### config.mk
export PLATFORM = sky130hd
export DESIGN_NAME = addressed_command_queue
export DESIGN_NICKNAME = d
export VERILOG_FILES = /design/src/rtl/core/acq_pkg.sv /design/src/rtl/core/acq_ram.sv /design/src/rtl/core/addressed_command_queue.sv
export SDC_FILE = /design/constraint.sdc
export NUM_CORES = 1
export LEC_CHECK = 0
export BUFFER_PORTS_ARGS = -buffer_cell sky130_fd_sc_hd__buf_2
export CORE_AREA = 5 5 176 211
export CTS_CLUSTER_DIAMETER = 80
export CTS_CLUSTER_SIZE = 12
export DETAILED_ROUTE_END_ITERATION = 12
export DIE_AREA = 0 0 181 216
export GPL_TIMING_DRIVEN = 0
export PLACE_DENSITY = 0.37
export SLEW_MARGIN = 5
export SYNTH_ARGS = -nofsm -noshare
export SYNTH_HDL_FRONTEND = slang
export SYNTH_HIERARCHICAL = 1
export SYNTH_SLANG_ARGS = --single-unit
### constraint.sdc
create_clock -name clk -period 4.5 [get_ports clk]
set_input_delay 0.45 -clock clk [delete_from_list [all_inputs] [get_ports clk]]
set_output_delay 0.45 -clock clk [all_outputs]
set_load 0.01 [all_outputs]
### src/rtl/core/acq_pkg.sv
// acq_pkg: shared types and constants for the addressed command queue
// depends on nothing; used by addressed_command_queue
package acq_pkg;

  localparam int QUEUE_DEPTH = 8;
  localparam int PTR_W = (QUEUE_DEPTH > 1) ? $clog2(QUEUE_DEPTH) : 1;
  localparam int CNT_W = $clog2(QUEUE_DEPTH + 1);
  localparam int SUM_W = CNT_W + 1;
  localparam int NUM_TARGETS = 5;
  localparam int ENTRY_W = 12;

  localparam logic [CNT_W-1:0] DEPTH_CNT = CNT_W'(QUEUE_DEPTH);
  localparam logic [2:0] MAX_INDEX = 3'd5;
  localparam logic [7:0] BROADCAST_ADDR = 8'hFF;

  typedef enum logic [1:0] {
    OP_ENQUEUE  = 2'd0,
    OP_RESPONSE = 2'd1,
    OP_SET_IDLE = 2'd2,
    OP_NONE     = 2'd3
  } op_t;

  typedef enum logic [2:0] {
    RES_ACCEPTED = 3'd0,
    RES_FULL     = 3'd1,
    RES_BAD_IDX  = 3'd2,
    RES_TRANSMIT = 3'd3,
    RES_COMPLETE = 3'd4,
    RES_LISTEN   = 3'd5,
    RES_STRAY    = 3'd6
  } res_kind_t;

  typedef enum logic [2:0] {
    S_IDLE,
    S_RD_HEAD,
    S_TX,
    S_RESP,
    S_LISTEN
  } state_t;

  // queue entry as held in the ram
  typedef struct packed {
    logic       notify;
    logic [2:0] index;
    logic [7:0] command;
  } entry_t;

endpackage

### src/rtl/core/acq_ram.sv
// acq_ram: generic single-write, single-read ram with registered read data
// no dependencies
module acq_ram #(
  parameter int WIDTH  = 12,
  parameter int DEPTH  = 8,
  parameter int ADDR_W = (DEPTH > 1) ? $clog2(DEPTH) : 1
) (
  input  logic              clk,
  input  logic              we,
  input  logic [ADDR_W-1:0] waddr,
  input  logic [WIDTH-1:0]  wdata,
  input  logic              re,
  input  logic [ADDR_W-1:0] raddr,
  output logic [WIDTH-1:0]  rdata
);

  logic [WIDTH-1:0] mem [DEPTH];
  logic [WIDTH-1:0] rdata_r;

  always_ff @(posedge clk) begin
    if (we) begin
      mem[waddr] <= wdata;
    end
    if (re) begin
      rdata_r <= mem[raddr];
    end
  end

  assign rdata = rdata_r;

endmodule

### src/rtl/core/addressed_command_queue.sv
// addressed_command_queue: command fifo in a ram with line-idle tracking
// accepted, full, bad index and stray results appear in the cycle after the transaction;
// a transmit passes S_RD_HEAD (ram read) and S_TX, which waits for a free output register;
// a response pops the head (completion if notify), then transmits the next head or listens;
// input is taken only in S_IDLE and only while the single output register is empty
// reset (synchronous, rst_n low): queue empty, head 0, line not idle, targets 0, ram not cleared
module addressed_command_queue (
  input  logic        clk,
  input  logic        rst_n,
  // configuration write port
  input  logic        cfg_we,
  input  logic [2:0]  cfg_index,
  input  logic [7:0]  cfg_wdata,
  // input stream
  input  logic        in_tvalid,
  output logic        in_tready,
  // command_code[7:0], device_index[10:8], notify_wanted[11], response_kind[13:12],
  // response_value[21:14], idle_value[22], zero pad[23]
  input  logic [23:0] in_tdata,
  // operation[1:0]
  input  logic [1:0]  in_tuser,
  // result stream
  output logic        out_tvalid,
  input  logic        out_tready,
  // frame[15:0], done_command[23:16], done_index[26:24], done_response_kind[28:27],
  // done_response_value[36:29], zero pad[39:37]
  output logic [39:0] out_tdata,
  // result_kind[2:0]
  output logic [2:0]  out_tuser,
  output logic        out_tlast
);

  // control state
  acq_pkg::state_t                  state_r, state_nxt;
  logic [acq_pkg::CNT_W-1:0]        cnt_r, cnt_nxt;
  logic [acq_pkg::PTR_W-1:0]        head_r, head_nxt;
  logic                             idle_r, idle_nxt;
  logic [7:0]                       tgt_r [acq_pkg::NUM_TARGETS];

  // latched response payload
  logic [1:0]                       rkind_r, rkind_nxt;
  logic [7:0]                       rval_r, rval_nxt;

  // output register
  logic                             ovalid_r, ovalid_nxt;
  acq_pkg::res_kind_t               okind_r, okind_nxt;
  logic [15:0]                      oframe_r, oframe_nxt;
  logic [7:0]                       ocmd_r, ocmd_nxt;
  logic [2:0]                       oidx_r, oidx_nxt;
  logic [1:0]                       orkind_r, orkind_nxt;
  logic [7:0]                       orval_r, orval_nxt;
  logic                             olast_r, olast_nxt;

  // ram ports
  logic                             ram_we, ram_re;
  logic [acq_pkg::PTR_W-1:0]        ram_waddr, ram_raddr;
  acq_pkg::entry_t                  ram_wentry, ram_rentry;
  logic [acq_pkg::ENTRY_W-1:0]      ram_rdata;

  // input field views
  acq_pkg::op_t                     in_op;
  logic [7:0]                       in_cmd;
  logic [2:0]                       in_idx;
  logic                             in_ntf;
  logic [1:0]                       in_rkind;
  logic [7:0]                       in_rval;
  logic                             in_idle;

  logic                             in_fire, out_free;
  logic [acq_pkg::SUM_W-1:0]        tail_sum;
  logic [acq_pkg::PTR_W-1:0]        tail;
  logic [7:0]                       tx_addr;

  assign in_op    = acq_pkg::op_t'(in_tuser);
  assign in_cmd   = in_tdata[7:0];
  assign in_idx   = in_tdata[10:8];
  assign in_ntf   = in_tdata[11];
  assign in_rkind = in_tdata[13:12];
  assign in_rval  = in_tdata[21:14];
  assign in_idle  = in_tdata[22];

  assign in_tready = (state_r == acq_pkg::S_IDLE) && !ovalid_r;
  assign in_fire   = in_tvalid && in_tready;
  assign out_free  = !ovalid_r || out_tready;

  // tail slot = (head + count) mod depth, one conditional subtract
  always_comb begin
    tail_sum = acq_pkg::SUM_W'(head_r) + acq_pkg::SUM_W'(cnt_r);
    if (tail_sum >= acq_pkg::SUM_W'(acq_pkg::QUEUE_DEPTH)) begin
      tail_sum = tail_sum - acq_pkg::SUM_W'(acq_pkg::QUEUE_DEPTH);
    end
    tail = tail_sum[acq_pkg::PTR_W-1:0];
  end

  // head entry as read back from the ram, and its bus address
  assign ram_rentry = acq_pkg::entry_t'(ram_rdata);

  always_comb begin
    if (ram_rentry.index == 3'd0 || ram_rentry.index > acq_pkg::MAX_INDEX) begin
      tx_addr = acq_pkg::BROADCAST_ADDR;
    end else begin
      tx_addr = tgt_r[ram_rentry.index - 3'd1];
    end
  end

  acq_ram #(
    .WIDTH (acq_pkg::ENTRY_W),
    .DEPTH (acq_pkg::QUEUE_DEPTH)
  ) u_queue_ram (
    .clk   (clk),
    .we    (ram_we),
    .waddr (ram_waddr),
    .wdata (ram_wentry),
    .re    (ram_re),
    .raddr (ram_raddr),
    .rdata (ram_rdata)
  );

  // sequencer: next state, ram accesses and output register loads
  always_comb begin
    state_nxt  = state_r;
    cnt_nxt    = cnt_r;
    head_nxt   = head_r;
    idle_nxt   = idle_r;
    rkind_nxt  = rkind_r;
    rval_nxt   = rval_r;

    ovalid_nxt = ovalid_r && !out_tready;
    okind_nxt  = okind_r;
    oframe_nxt = oframe_r;
    ocmd_nxt   = ocmd_r;
    oidx_nxt   = oidx_r;
    orkind_nxt = orkind_r;
    orval_nxt  = orval_r;
    olast_nxt  = olast_r;

    ram_we     = 1'b0;
    ram_waddr  = tail;
    ram_wentry = '{notify: in_ntf, index: in_idx, command: in_cmd};
    ram_re     = 1'b0;
    ram_raddr  = head_r;

    unique case (state_r)
      acq_pkg::S_IDLE: begin
        if (in_fire) begin
          // the output register is empty here, any result loads it directly
          oframe_nxt = '0;
          ocmd_nxt   = '0;
          oidx_nxt   = '0;
          orkind_nxt = '0;
          orval_nxt  = '0;
          olast_nxt  = 1'b1;
          unique case (in_op)
            acq_pkg::OP_ENQUEUE: begin
              ovalid_nxt = 1'b1;
              if (cnt_r >= acq_pkg::DEPTH_CNT) begin
                okind_nxt = acq_pkg::RES_FULL;
              end else if (in_idx > acq_pkg::MAX_INDEX) begin
                okind_nxt = acq_pkg::RES_BAD_IDX;
              end else begin
                ram_we    = 1'b1;
                cnt_nxt   = cnt_r + 1'b1;
                okind_nxt = acq_pkg::RES_ACCEPTED;
                // line idle: head goes out once the write has landed
                if (idle_r) begin
                  olast_nxt = 1'b0;
                  state_nxt = acq_pkg::S_RD_HEAD;
                end
              end
            end
            acq_pkg::OP_RESPONSE: begin
              if (cnt_r == '0) begin
                ovalid_nxt = 1'b1;
                okind_nxt  = acq_pkg::RES_STRAY;
              end else begin
                ram_re    = 1'b1;
                rkind_nxt = in_rkind;
                rval_nxt  = in_rval;
                state_nxt = acq_pkg::S_RESP;
              end
            end
            acq_pkg::OP_SET_IDLE: begin
              idle_nxt = in_idle;
            end
            acq_pkg::OP_NONE: begin
              // ignored, no result
            end
            default: begin
            end
          endcase
        end
      end

      acq_pkg::S_RD_HEAD: begin
        ram_re    = 1'b1;
        state_nxt = acq_pkg::S_TX;
      end

      acq_pkg::S_TX: begin
        // head entry is held on the ram read port until the next read
        if (out_free) begin
          ovalid_nxt = 1'b1;
          okind_nxt  = acq_pkg::RES_TRANSMIT;
          oframe_nxt = {tx_addr, ram_rentry.command};
          ocmd_nxt   = '0;
          oidx_nxt   = '0;
          orkind_nxt = '0;
          orval_nxt  = '0;
          olast_nxt  = 1'b1;
          idle_nxt   = 1'b0;
          state_nxt  = acq_pkg::S_IDLE;
        end
      end

      acq_pkg::S_RESP: begin
        // pop the head; the output register is still empty here
        cnt_nxt = cnt_r - 1'b1;
        if (head_r == acq_pkg::PTR_W'(acq_pkg::QUEUE_DEPTH - 1)) begin
          head_nxt = '0;
        end else begin
          head_nxt = head_r + 1'b1;
        end
        if (ram_rentry.notify) begin
          ovalid_nxt = 1'b1;
          okind_nxt  = acq_pkg::RES_COMPLETE;
          oframe_nxt = '0;
          ocmd_nxt   = ram_rentry.command;
          oidx_nxt   = ram_rentry.index;
          orkind_nxt = rkind_r;
          orval_nxt  = rval_r;
          olast_nxt  = 1'b0;
        end
        if (cnt_r == acq_pkg::CNT_W'(1)) begin
          state_nxt = acq_pkg::S_LISTEN;
        end else begin
          state_nxt = acq_pkg::S_RD_HEAD;
        end
      end

      acq_pkg::S_LISTEN: begin
        if (out_free) begin
          ovalid_nxt = 1'b1;
          okind_nxt  = acq_pkg::RES_LISTEN;
          oframe_nxt = '0;
          ocmd_nxt   = '0;
          oidx_nxt   = '0;
          orkind_nxt = '0;
          orval_nxt  = '0;
          olast_nxt  = 1'b1;
          idle_nxt   = 1'b1;
          state_nxt  = acq_pkg::S_IDLE;
        end
      end

      default: begin
        state_nxt = acq_pkg::S_IDLE;
      end
    endcase
  end

  // state register
  always_ff @(posedge clk) begin
    if (!rst_n) begin
      state_r  <= acq_pkg::S_IDLE;
      cnt_r    <= '0;
      head_r   <= '0;
      idle_r   <= 1'b0;
      ovalid_r <= 1'b0;
    end else begin
      state_r  <= state_nxt;
      cnt_r    <= cnt_nxt;
      head_r   <= head_nxt;
      idle_r   <= idle_nxt;
      ovalid_r <= ovalid_nxt;
    end
  end

  // payload registers, no reset needed
  always_ff @(posedge clk) begin
    rkind_r  <= rkind_nxt;
    rval_r   <= rval_nxt;
    okind_r  <= okind_nxt;
    oframe_r <= oframe_nxt;
    ocmd_r   <= ocmd_nxt;
    oidx_r   <= oidx_nxt;
    orkind_r <= orkind_nxt;
    orval_r  <= orval_nxt;
    olast_r  <= olast_nxt;
  end

  // target address registers, writes beyond the list are dropped
  always_ff @(posedge clk) begin
    if (!rst_n) begin
      for (int i = 0; i < acq_pkg::NUM_TARGETS; i++) begin
        tgt_r[i] <= '0;
      end
    end else if (cfg_we) begin
      for (int i = 0; i < acq_pkg::NUM_TARGETS; i++) begin
        if (cfg_index == 3'(i)) begin
          tgt_r[i] <= cfg_wdata;
        end
      end
    end
  end

  assign out_tvalid = ovalid_r;
  assign out_tuser  = okind_r;
  assign out_tlast  = olast_r;
  assign out_tdata  = {3'b000, orval_r, orkind_r, oidx_r, ocmd_r, oframe_r};

`ifndef NO_ASSERTIONS
  // fill count never passes the depth
  a_cnt_bound: assert property (@(posedge clk) disable iff (!rst_n)
    cnt_r <= acq_pkg::DEPTH_CNT)
    else $error("queue count above depth");

  // a response on a non-empty queue pops exactly one entry
  a_pop_one: assert property (@(posedge clk) disable iff (!rst_n)
    in_fire && in_op == acq_pkg::OP_RESPONSE && cnt_r != '0
    |=> ##1 cnt_r == $past(cnt_r, 2) - 1'b1)
    else $error("response did not pop one entry");

  // a transmit is always the final result of its transaction
  a_tx_last: assert property (@(posedge clk) disable iff (!rst_n)
    out_tvalid && out_tuser == acq_pkg::RES_TRANSMIT |-> out_tlast)
    else $error("transmit not marked last");

  // a delivered transmit leaves the line busy
  a_tx_busy: assert property (@(posedge clk) disable iff (!rst_n)
    out_tvalid && out_tready && out_tuser == acq_pkg::RES_TRANSMIT |-> !idle_r)
    else $error("line idle after transmit");

  // a completion is always followed by a further result of the same transaction
  a_done_not_last: assert property (@(posedge clk) disable iff (!rst_n)
    out_tvalid && out_tuser == acq_pkg::RES_COMPLETE |-> !out_tlast)
    else $error("completion marked last");
`endif

endmodule
==> flow_summary.toml <==
[outcome]
outcome = "completed"

[synthesis]
async_reset_ff_frac = 0
ys_types = 59
synth.avg_cell_area_um2 = 18.1
synthMuxAreaShare = 0.120
syn_area_um2 = 8570
synthFlopType = "edfxtp_1"
synth_top_family_by_area = "multiplexers"
seq_area_frac_synth = 0.725
synth-seq-cells = 211
yosysWarnings = 6
synth-simple-area-share = 0.0759
synth_edf_count = 199
synth_compound_area_frac = 0.0396
synth-adder-area-share = 0.0155
synth_xor_area_frac = 0.00204
netlist_instances = 474

[floorplanning]
die_h_um = 216
initial_core_util = 0.246
chipWidth_um = 181
die-area_um2 = 39100
rows = 75
core_region_area_um2 = 34800
pin_count = 88

[sta]
rsz0062_at_grt = "no"
fin_skew_ns = 0.0209
slew_viol_final = 0
fin_crit_sh = 0.599
slew_headroom = 0.282
tightest_slew_ns = 1.07
setup_viol_count_final = 0
finalCriticalPeriod_ns = 2.70
worst_slack_ns = 1.80
tns_ns = 0
hold_viol_final = 0
max_clock_freq_ghz = 0.371

[final_layout]
antenna_cells = 0
fillerInstances = 3501
finalNetCount = 645
multiInputGateArea_um2 = 2240
ff_latch_area_um2 = 6220
syn_to_final_growth_pct = 20.9
drive_gt1_frac = 0.285

[power_and_ir_drop]
ir_drop_mv = 0.214
p_total_w = 0.00405
powerDensity_nw_per_um2 = 391
leakagePower_nw = 3.58

[grt]
grt_max_degree = 23
grt_pass1_wl_mm = 29.5
grt-ovfl-total = 0
grt_antenna_before_repair = 2
grt_usage = 0.0971
grt_pass1_vias = 4805

[clock_network]
clk_pin_slew_ns = 0.07
ctsResizeCount = 0
clock_path_buffers = 3
cts.sinks = 211
cts_tree = "yes"
cts.htree.levels = 1
root_buffer = "clkbuf_16"
clk_latency_ns = 0.50
cts_made_buffers = 21
post-cts-setup-buffer-count = 0
holdBufCountCts = 0

[worst_setup_path]
cp_max_fo = 8
critPathRequiredTime_ns = 4.71
start_kind = "register"
endpoint_kind = "register"
cp_data_arrival_time_ns = 2.91
setup.worst_path.class = "register to register"

[flow_run]
maxCapViolCount = 0

[route]
routedWlPerCell_um = 18.3
viasPerCell = 4.17
dr.pass1.iters = 4
postRouteAntennaNets = 0
drc = 0
drtIter0Drc = 239
drt-total-wl_mm = 19.6
route.vias.total = 4457

[place]
gp_congestion = 0.777
numPortBuffers = 83
hpwl_mm = 13.3
dp_slack_ns = 1.70

[worst_hold_path]
hp-class = "input pin to register"
==> path summary, 6_finish.rpt <==
check | to | cells after the start | start | slack [ns]
max | u_queue_ram/mem[0][7] | 8 | cnt_r[0] | 1.80
min | rval_r[0] | 1 | in_tdata[14] | 0.12
max reg2reg | u_queue_ram/mem[0][7] | 8 | cnt_r[0] | 1.80
min reg2reg | orval_r[6] | 1 | rval_r[6] | 0.52
==> where the power goes <==
| part | switching, W | internal [W] |
|---|---|---|
| clock | 0.000726 | 0.000879 |
| sequential | 0.0000192 | 0.00222 |
| combinational | 0.000127 | 0.0000793 |
| total | 0.000872 | 0.00318 |
==> cell usage in the layout, fill, tap and decap left out, types with 7 or more instances in the layout <==
| cell type | n |
|---|---|
| a21oi_1 | 19 |
| and2_1 | 35 |
| buf_2 | 86 |
| buf_4 | 7 |
| buf_6 | 8 |
| clkbuf_1 | 24 |
| clkbuf_16 | 21 |
| dfxtp_1 | 12 |
| edfxtp_1 | 199 |
| ha_1 | 9 |
| inv_1 | 11 |
| mux2_2 | 12 |
| mux2i_1 | 9 |
| mux4_1 | 21 |
| mux4_2 | 11 |
| nand2_1 | 13 |
| nand2b_1 | 8 |
| nor2_1 | 15 |
==> stage by stage <==
step / hold WS, ns / utilization / instance area [um2] / cells
2_1_floorplan: 0.476 / - / 8580 / 476
3_3_place_gp: 0.508 / 0.275 / 9570 / 1021
3_5_place_dp: 0.507 / 0.280 / 9760 / 1032
4_1_cts: 0.0826 / 0.298 / 10400 / 1070
5_1_grt: 0.0883 / 0.298 / 10400 / 1070
6_report: 0.120 / 0.298 / 10400 / 1070
==> per-layer routing <==
| metal | wire length (um) | track usage | up-vias |
|---|---|---|---|
| met3 | 901 | 0.0216 | 26 |
| li1 | - | - | 2101 |
| met4 | 368 | 0.0258 | 4 |
| met2 | 9940 | 0.171 | 108 |
| met1 | 8360 | 0.121 | 2218 |
| met5 | 14 | 0 | - |
==> critical path, cell delays in order, from the launching register on <==
cell and delay, ns:
dfxtp_1 0.45, ha_1 0.19, inv_1 0.05, fa_1 0.36, xor2_1 0.16, xnor2_1 0.14
nand2b_1 0.26, nor3_2 0.56, buf_6 0.24
==> synth_stat cells (3+ instances only) <==
library cell	instances	area [um2]
nand2_1	13	48.8
buf_2	3	15.0
nor2b_1	5	31.3
nand3b_1	3	22.5
ha_1	9	113
mux2_2	12	135
mux4_1	21	552
mux2i_1	9	90.1
a21oi_1	19	95.1
nor2_1	21	78.8
o21ai_0	8	40.0
clkbuf_1	9	33.8
dfxtp_1	12	240
buf_4	3	22.5
nand3_1	5	25.0
and2_1	35	219
edfxtp_1	199	5980
buf_6	5	56.3
nor3_1	4	20.0
nor3b_1	3	22.5
o21a_1	3	22.5
mux4_2	11	248
nand2b_1	8	50.1
and3_1	4	25.0
inv_1	11	41.3
==> layout make-up <==
type | count | share of cell area
inverter | 11 | 0.00399
tap | 462 | 0.0558
sequential | 211 | 0.600
multi-input combinational | 232 | 0.216
buffer | 22 | 0.0140
clock buffer | 36 | 0.0562
timing repair buffer | 94 | 0.0521
clock inverter | 2 | 0.00157
==> registers in the layout (all words and copies together), names as in the netlist <==
signal             flops
out_tlast              1
oidx_r                 3
idle_r                 1
ocmd_r                 8
tgt_r                 40
out_tvalid             1
orkind_r               2
u_queue_ram/mem       96
rkind_r                2
orval_r                8
cnt_r                  4
rval_r                 8
oframe_r              16
head_r                 3
state_r                3
u_queue_ram/rdata     12
out_tuser              3
==> logic make-up (layout without fill, tap and decap cells) <==
logic type,Yosys count,in the layout
DFF,211,211
and+or+nand+nor,114,114
muxes,53,53
AOI/OAI and AO/OA,50,50
buffers and inverters,33,165
adders and majority gates,10,10
xor gates and xnor gates,2,2
other,1,3
Note: power is estimated with default switching activity, not from simulation.
